File: src/hw/rtl/bisf_pkg.sv
// shared widths, formats and constants for the inverse-square bisection fit
`default_nettype none
package bisf_pkg;

  // field widths
  localparam int PEAK_W   = 32;
  localparam int DNI_W    = 20;
  localparam int FLUX_W   = 24;
  localparam int LOSS_W   = 16;
  localparam int COS_W    = 16;
  localparam int THRESH_W = 32;
  localparam int ERR_W    = 48;

  // fixed-point formats
  localparam int ERR_FRAC   = 16;
  localparam int SCALE_FRAC = 24;
  localparam int SCALE_W    = 45;

  // parameter defaults
  localparam int STEPS_DEF      = 13;
  localparam int SIGMA_FRAC_DEF = 16;

  // search range is [0, SIGMA_LIMIT)
  localparam int SIGMA_LIMIT = 5;

  localparam logic [ERR_W-1:0] ERR_MAX   = '1;
  localparam logic [ERR_W-1:0] START_ERR = 48'h7FFF_FFFF_0000;

endpackage
`default_nettype wire

File: src/hw/rtl/bisf_mul.sv
// shared registered multiplier used for the scale and for squaring midpoints
`default_nettype none
module bisf_mul #(
  parameter int A_W = 45,
  parameter int B_W = 20
) (
  input  wire logic               clk,
  input  wire logic [A_W-1:0]     a,
  input  wire logic [B_W-1:0]     b,
  output logic      [A_W+B_W-1:0] p
);

  always_ff @(posedge clk) begin
    p <= (A_W+B_W)'(a) * (A_W+B_W)'(b);
  end

endmodule
`default_nettype wire

File: src/hw/rtl/bisf_div.sv
// restoring divider, one quotient bit per cycle, quotient saturated to the error range
`default_nettype none
module bisf_div #(
  parameter int NUM_W = 45,
  parameter int DEN_W = 38,
  parameter int SHIFT = 24
) (
  input  wire logic                      clk,
  input  wire logic                      rst,
  input  wire logic                      start,
  input  wire logic [NUM_W-1:0]          num,
  input  wire logic [DEN_W-1:0]          den,
  output logic                           done,
  output logic [bisf_pkg::ERR_W-1:0]     quo
);
  import bisf_pkg::*;

  localparam int ITERS = NUM_W + SHIFT;
  localparam int CNT_W = $clog2(ITERS + 1);

  logic             busy;
  logic [CNT_W-1:0] cnt;
  logic [NUM_W-1:0] numsh;
  logic [DEN_W-1:0] rem;
  logic [DEN_W-1:0] den_r;
  logic [ERR_W-1:0] q;
  logic             ovf;

  logic [DEN_W:0]   rem_sh;
  logic [DEN_W+1:0] diff;
  logic             take;
  logic [DEN_W-1:0] rem_next;

  // numsh fills with zeros, so after NUM_W bits the low dividend bits are zero
  always_comb begin
    rem_sh   = {rem, numsh[NUM_W-1]};
    diff     = {1'b0, rem_sh} - {2'b00, den_r};
    take     = ~diff[DEN_W+1];
    rem_next = take ? diff[DEN_W-1:0] : rem_sh[DEN_W-1:0];
  end

  always_ff @(posedge clk) begin
    if (rst) begin
      busy <= 1'b0;
      done <= 1'b0;
    end else begin
      done <= 1'b0;
      if (start) begin
        busy <= 1'b1;
      end else if (busy && cnt == CNT_W'(1)) begin
        busy <= 1'b0;
        done <= 1'b1;
      end
    end
  end

  always_ff @(posedge clk) begin
    if (start) begin
      cnt   <= CNT_W'(ITERS);
      numsh <= num;
      rem   <= '0;
      q     <= '0;
      ovf   <= 1'b0;
      den_r <= den;
    end else if (busy) begin
      cnt   <= cnt - CNT_W'(1);
      numsh <= {numsh[NUM_W-2:0], 1'b0};
      rem   <= rem_next;
      q     <= {q[ERR_W-2:0], take};
      // a one shifted out of the top means the quotient left the error range
      ovf   <= ovf | q[ERR_W-1];
    end
  end

  // zero divisor counts as saturated
  assign quo = (ovf || den_r == '0) ? ERR_MAX : q;

endmodule
`default_nettype wire

File: src/hw/rtl/bisection_inverse_square_fit.sv
// inverse-square scale fit by bisection of the spread over [0, 5)
// Usage:
//   input channel (in_valid/in_ready) takes one word: flux peak, irradiance,
//   flux factor, loss fraction and cosine. in_ready is high only while the
//   sequencer is idle; one word is worked on at a time.
//   output channel (out_valid/out_ready) returns fitted_sigma and best_error
//   from an output register, so the next input word may be accepted while a
//   result still waits.
//   cfg_write/cfg_data load the error threshold; the user writes it only while
//   the block is idle, which the block itself does not enforce.
// Sequence: the scale multiplies on the shared multiplier and a scale capture,
//   then per bisection step the midpoint, its square on the shared multiplier,
//   a one-bit-per-cycle divide, error, magnitude and update; a last state loads
//   the output. The serial divider dominates the fit time, and the next word is
//   taken in the idle state once the result is loaded.
// Reset (rst, synchronous) clears the threshold to zero, returns the
//   sequencer to idle and drops out_valid.
// A stalled receiver holds the result; a finished fit waits until the output
//   register is free.
`default_nettype none
module bisection_inverse_square_fit #(
  parameter int STEPS           = bisf_pkg::STEPS_DEF,
  parameter int SIGMA_FRAC_BITS = bisf_pkg::SIGMA_FRAC_DEF
) (
  input  wire logic                            clk,
  input  wire logic                            rst,
  input  wire logic                            cfg_write,
  input  wire logic [bisf_pkg::THRESH_W-1:0]   cfg_data,
  input  wire logic                            in_valid,
  output logic                                 in_ready,
  input  wire logic [bisf_pkg::PEAK_W-1:0]     measured_peak,
  input  wire logic [bisf_pkg::DNI_W-1:0]      direct_irradiance,
  input  wire logic [bisf_pkg::FLUX_W-1:0]     flux_factor,
  input  wire logic [bisf_pkg::LOSS_W-1:0]     loss_fraction,
  input  wire logic signed [bisf_pkg::COS_W-1:0] cosine_factor,
  output logic                                 out_valid,
  input  wire logic                            out_ready,
  output logic [SIGMA_FRAC_BITS+2:0]           fitted_sigma,
  output logic [bisf_pkg::ERR_W-1:0]           best_error
);
  import bisf_pkg::*;

  localparam int SIGMA_W = SIGMA_FRAC_BITS + 3;
  localparam int DEN_W   = 2 * SIGMA_W;
  localparam int SHIFT   = 2 * SIGMA_FRAC_BITS + ERR_FRAC - SCALE_FRAC;
  localparam int MUL_A_W = SCALE_W;
  localparam int MUL_B_W = (SIGMA_W > DNI_W) ? SIGMA_W : DNI_W;
  localparam int MUL_P_W = MUL_A_W + MUL_B_W;
  localparam int EW      = ERR_W + 2;
  localparam int STEP_W  = $clog2(STEPS + 1);

  localparam logic [SIGMA_W-1:0] HIGH_INIT = SIGMA_W'(SIGMA_LIMIT) << SIGMA_FRAC_BITS;
  localparam logic [SIGMA_W-1:0] MID_INIT  = HIGH_INIT >> 1;

  typedef enum logic [3:0] {
    S_IDLE,
    S_MUL_FD,
    S_MUL_LOSS,
    S_MUL_COS,
    S_SCALE,
    S_MID,
    S_SQUARE,
    S_DIV_GO,
    S_DIV_WAIT,
    S_ERR,
    S_MAG,
    S_UPDATE,
    S_DONE
  } state_t;

  state_t state;

  logic [THRESH_W-1:0] thresh;
  logic [PEAK_W-1:0]   peak_r;
  logic [DNI_W-1:0]    dni_r;
  logic [FLUX_W-1:0]   flux_r;
  logic [LOSS_W-1:0]   loss_r;
  logic                cos_neg;
  logic [COS_W-1:0]    cos_mag;
  logic [SCALE_W-1:0]  pmag;
  logic [SIGMA_W-1:0]  low;
  logic [SIGMA_W-1:0]  high;
  logic [SIGMA_W-1:0]  mid;
  logic [SIGMA_W-1:0]  best_sig;
  logic [ERR_W-1:0]    best_err;
  logic [EW-1:0]       e_val;
  logic [ERR_W-1:0]    mag;
  logic                above;
  logic [STEP_W-1:0]   steps_left;

  logic [COS_W-1:0]    cos_abs;
  logic [LOSS_W:0]     one_minus_loss;
  logic [MUL_A_W-1:0]  mul_a;
  logic [MUL_B_W-1:0]  mul_b;
  logic [MUL_P_W-1:0]  mul_p;
  logic                div_start;
  logic                div_done;
  logic [ERR_W-1:0]    div_quo;
  logic [EW-1:0]       e_abs;
  logic [ERR_W-1:0]    mag_next;
  logic                above_next;

  bisf_mul #(
    .A_W(MUL_A_W),
    .B_W(MUL_B_W)
  ) u_mul (
    .clk(clk),
    .a  (mul_a),
    .b  (mul_b),
    .p  (mul_p)
  );

  bisf_div #(
    .NUM_W(SCALE_W),
    .DEN_W(DEN_W),
    .SHIFT(SHIFT)
  ) u_div (
    .clk  (clk),
    .rst  (rst),
    .start(div_start),
    .num  (pmag),
    .den  (mul_p[DEN_W-1:0]),
    .done (div_done),
    .quo  (div_quo)
  );

  assign in_ready  = (state == S_IDLE);
  assign div_start = (state == S_DIV_GO);

  // magnitude of the Q1.15 cosine, full scale negative gives 32768
  assign cos_abs        = cosine_factor[COS_W-1] ? (~cosine_factor + 1'b1) : cosine_factor;
  assign one_minus_loss = {1'b1, {LOSS_W{1'b0}}} - {1'b0, loss_r};

  // operand select for the shared multiplier
  always_comb begin
    mul_a = '0;
    mul_b = '0;
    case (state)
      S_MUL_FD: begin
        mul_a = MUL_A_W'(flux_r);
        mul_b = MUL_B_W'(dni_r);
      end
      S_MUL_LOSS: begin
        mul_a = MUL_A_W'(mul_p[DNI_W+FLUX_W-1:0]);
        mul_b = MUL_B_W'(one_minus_loss);
      end
      S_MUL_COS: begin
        mul_a = mul_p[LOSS_W +: SCALE_W];
        mul_b = MUL_B_W'(cos_mag);
      end
      S_SQUARE: begin
        mul_a = MUL_A_W'(mid);
        mul_b = MUL_B_W'(mid);
      end
      default: begin
        mul_a = '0;
        mul_b = '0;
      end
    endcase
  end

  // clamp to the error range and take the magnitude
  always_comb begin
    e_abs      = e_val[EW-1] ? (~e_val + 1'b1) : e_val;
    mag_next   = (e_abs > EW'(ERR_MAX)) ? ERR_MAX : e_abs[ERR_W-1:0];
    above_next = ~e_val[EW-1] && (e_val > EW'(thresh));
  end

  always_ff @(posedge clk) begin
    if (rst) begin
      state     <= S_IDLE;
      out_valid <= 1'b0;
      thresh    <= '0;
    end else begin
      if (cfg_write) begin
        thresh <= cfg_data;
      end
      // the done state reloads the output itself
      if (out_valid && out_ready && state != S_DONE) begin
        out_valid <= 1'b0;
      end
      case (state)
        S_IDLE: begin
          if (in_valid) begin
            peak_r     <= measured_peak;
            dni_r      <= direct_irradiance;
            flux_r     <= flux_factor;
            loss_r     <= loss_fraction;
            cos_neg    <= cosine_factor[COS_W-1];
            cos_mag    <= cos_abs;
            low        <= '0;
            high       <= HIGH_INIT;
            best_sig   <= MID_INIT;
            best_err   <= START_ERR;
            steps_left <= STEP_W'(STEPS);
            state      <= S_MUL_FD;
          end
        end
        S_MUL_FD:   state <= S_MUL_LOSS;
        S_MUL_LOSS: state <= S_MUL_COS;
        S_MUL_COS:  state <= S_SCALE;
        S_SCALE: begin
          pmag  <= mul_p[COS_W-1 +: SCALE_W];
          state <= S_MID;
        end
        S_MID: begin
          mid   <= low + ((high - low) >> 1);
          state <= S_SQUARE;
        end
        S_SQUARE:   state <= S_DIV_GO;
        S_DIV_GO:   state <= S_DIV_WAIT;
        S_DIV_WAIT: begin
          if (div_done) begin
            state <= S_ERR;
          end
        end
        S_ERR: begin
          // negative cosine makes the scale negative
          e_val <= cos_neg ? (EW'(peak_r) + EW'(div_quo)) : (EW'(peak_r) - EW'(div_quo));
          state <= S_MAG;
        end
        S_MAG: begin
          mag   <= mag_next;
          above <= above_next;
          state <= S_UPDATE;
        end
        S_UPDATE: begin
          // strict compare keeps the earlier midpoint on ties
          if (mag < best_err) begin
            best_err <= mag;
            best_sig <= mid;
          end
          if (above) begin
            high <= mid;
          end else begin
            low <= mid;
          end
          steps_left <= steps_left - STEP_W'(1);
          if (steps_left == STEP_W'(1)) begin
            state <= S_DONE;
          end else begin
            state <= S_MID;
          end
        end
        S_DONE: begin
          if (!out_valid || out_ready) begin
            fitted_sigma <= best_sig;
            best_error   <= best_err;
            out_valid    <= 1'b1;
            state        <= S_IDLE;
          end
        end
        default: state <= S_IDLE;
      endcase
    end
  end

endmodule
`default_nettype wire

File: config.mk
export PLATFORM = sky130hd
export DESIGN_NAME = bisection_inverse_square_fit
export DESIGN_NICKNAME = d
export VERILOG_FILES = /design/src/hw/rtl/bisf_pkg.sv /design/src/hw/rtl/bisf_mul.sv /design/src/hw/rtl/bisf_div.sv /design/src/hw/rtl/bisection_inverse_square_fit.sv
export SDC_FILE = /design/constraint.sdc
export NUM_CORES = 2
export LEC_CHECK = 0
export BUFFER_PORTS_ARGS = -buffer_cell sky130_fd_sc_hd__buf_2
export CAP_MARGIN = 20
export CORE_MARGIN = 10
export CORE_UTILIZATION = 50
export DETAILED_ROUTE_END_ITERATION = 10
export GPL_ROUTABILITY_DRIVEN = 0
export PLACE_DENSITY = 0.78
export RECOVER_POWER = 100
export SYNTH_ARGS = -nofsm -noshare
export SYNTH_HDL_FRONTEND = slang
export SYNTH_HIERARCHICAL = 1
export SYNTH_SLANG_ARGS = --single-unit
File: constraint.sdc
create_clock -name clk -period 15.1 [get_ports clk]
set_clock_uncertainty 0.05 [all_clocks]
set_input_delay 3.02 -clock clk [delete_from_list [all_inputs] [get_ports clk]]
set_output_delay 3.02 -clock clk [all_outputs]
set_load 0.02 [all_outputs]
==> flow_metrics.env <==
export IMPL_switching_share_pct=37.57
export IMPL_wl_met2_um=76520
export IMPL_violations="max-capacitance violations, max-slew violations"
export IMPL_critical_path_arrival_ns=12.86
export IMPL_hold_violations=0
export IMPL_setup_viol=0
export IMPL_grt_use_total_pct=23.73
export IMPL_critical_path_required_ns=15.61
export IMPL_grt_max_degree=68
export IMPL_hold_buffers=0
export IMPL_syn_num_nets=7860
export IMPL_highest_layer="met5"
export IMPL_max_stage_delay_ns=1.91
export IMPL_htreeDepth=3
export IMPL_hp_class="reg -> reg"
export IMPL_final_nets=7865
export IMPL_cts_resized=0
export IMPL_cp_start_kind="register"
export IMPL_grt_pass1_wl_um=275000
export IMPL_fin_setup_tns_ns=0
export IMPL_peakVddDrop_mv=0.09783
export IMPL_drtIter0Drc=4995
export IMPL_final_common_cell="inv_1"
export IMPL_powerDensity_mw_per_mm2=92.69
export IMPL_slew_headroom_pct=-152.2
export IMPL_numCtsBuffers=71
export IMPL_core_area_mm2=0.1293
export IMPL_cts_tree="built"
export IMPL_drive_above_1_share_pct=6.792
export IMPL_final_antenna_net_count=0
export IMPL_fp_dieH_um=380.3
export IMPL_syn_inst=6562
export IMPL_drcViolationCount=0
export IMPL_root_buffer="clkbuf_16"
export IMPL_rows=132
export IMPL_pin_count=214
export IMPL_synthToLayoutAreaGrowth_pct=7.222
export IMPL_met3WireLength_um=21920
export IMPL_syn_area_mm2=0.06492
export IMPL_die_width_um=380.3
export IMPL_max_freq_mhz=80.96
export IMPL_die_area_mm2=0.1447
export IMPL_grt_pass1_vias=49153
export IMPL_status="complete, but fails checks"
export IMPL_final_util_pct=53.83
export IMPL_endpoint_kind="register"
export IMPL_internal_power_uw=4028
export IMPL_post_place_cells=8234
export IMPL_routed_wl_um=174400
export IMPL_initial_utilization_pct=50.20
export IMPL_seqPwrFrac_pct=38.4
export IMPL_fin_cells=8376
export IMPL_rsz0062_at_grt="no"
export IMPL_dpl_hpwl_um=128400
export IMPL_final_cell_mix="inv_1 (1054), nand2_1 (793), fa_1 (773)"
export IMPL_dr_pass1_iters=9
export IMPL_cts_setup_buffers=0
export IMPL_switchingPower_uw=2424
export IMPL_period_share_pct=81.80
export IMPL_tightestPinTransition_ns=3.784
export IMPL_clk_pin_slew_ns=0.07
export IMPL_slew_viol_final=881
export IMPL_antenna_found_initial=13
export IMPL_comb_power_share_pct=33.5
export IMPL_vias_per_cell=5.787
export IMPL_vias=48468
export IMPL_gr_total_overflow=0
export IMPL_clk_latency_ns=0.69
export IMPL_crit_top_cell="fa_1"
export IMPL_path_class="reg -> reg"
export IMPL_slowest_stage="clkbuf_1"
export IMPL_io_buffers=213
export IMPL_wl_met1_um=69180
export IMPL_cap_violations=18
export IMPL_period_needed_ns=12.35
export IMPL_avgSynthCellArea_um2=9.893
export IMPL_clock_power_share_pct=28.1
export IMPL_p_leak_uw=0.03091
export IMPL_clockBufferDepth=3
export IMPL_post_drt_wl_per_cell_um=20.82
export IMPL_clkSinkCount=725
export IMPL_path_max_fanout=45
export IMPL_synth_warnings=6
==> stage by stage <==
stage | instance area, µm² | hold WS, ns | setup WS [ns] | power, µW
CTS | 69850 | 0.3697 | 5.049 | 6435
floorplan | 64920 | 0.3503 | 2.807 | 3938
global placement | 67460 | 0.3569 | 5.349 | 4546
detailed placement | 67480 | 0.3545 | 5.140 | 4610
finish | 69610 | 0.3718 | 2.748 | 6452
global route | 69590 | 0.3822 | 2.376 | 6768
==> state kept, by name (all words and copies together), names as in the netlist, 7 cells and up <==
name          flops
u_mul/p          61
e_val            50
best_err         48
best_error       48
mag              48
u_div/q          48
pmag             45
u_div/numsh      45
u_div/den_r      38
u_div/rem        38
peak_r           32
thresh           32
flux_r           24
dni_r            20
best_sig         19
fitted_sigma     19
high             19
low              19
mid              19
cos_mag          16
loss_r           16
u_div/cnt         7
==> path summary, 6_finish.rpt <==
kind,startpoint,endpoint,slack [ns],cells after the start
worst max-delay path,state[2],u_mul/p[55],2.75,29
worst min-delay path,best_sig[10],fitted_sigma[10],0.37,0
worst max register to register,state[2],u_mul/p[55],2.75,29
worst min register to register,best_sig[10],fitted_sigma[10],0.37,0
==> final cells by class <==
class / instances / area [µm²]
sequential: 725 / 19830
clock inverter: 40 / 437.9
fill: 10895 / 59710
timing repair buffer: 296 / 1558
tap: 1742 / 2180
multi-input combinational: 4417 / 39690
clock buffer: 91 / 1924
antenna: 9 / 22.52
inverter: 1056 / 3969
==> layer usage <==
metal	vias up	GRT usage [%]
li1	21391	-
met1	23832	32.41
met2	2754	36.00
met3	483	6.923
met4	8	8.029
met5	-	0
==> power groups by stage <==
stage	clock network [µW]	logic [µW]	registers (µW)
floorplan	0	1510	2430
global placement	0	2040	2500
detailed placement	0	2110	2500
CTS	1840	2130	2460
global route	1910	2370	2490
finish	1810	2160	2480
==> critical path: cells and delay by family, from the launching register on <==
kind / cells / cell delay (ns)
AOI/OAI and AO/OA: 8 / 2.22
xor gates and xnor gates: 1 / 0.16
buffers and inverters: 6 / 3.43
and+or+nand+nor: 6 / 1.85
adders and majority gates: 8 / 3.85
DFF: 1 / 0.62
Power figures use the tool's default switching activity.
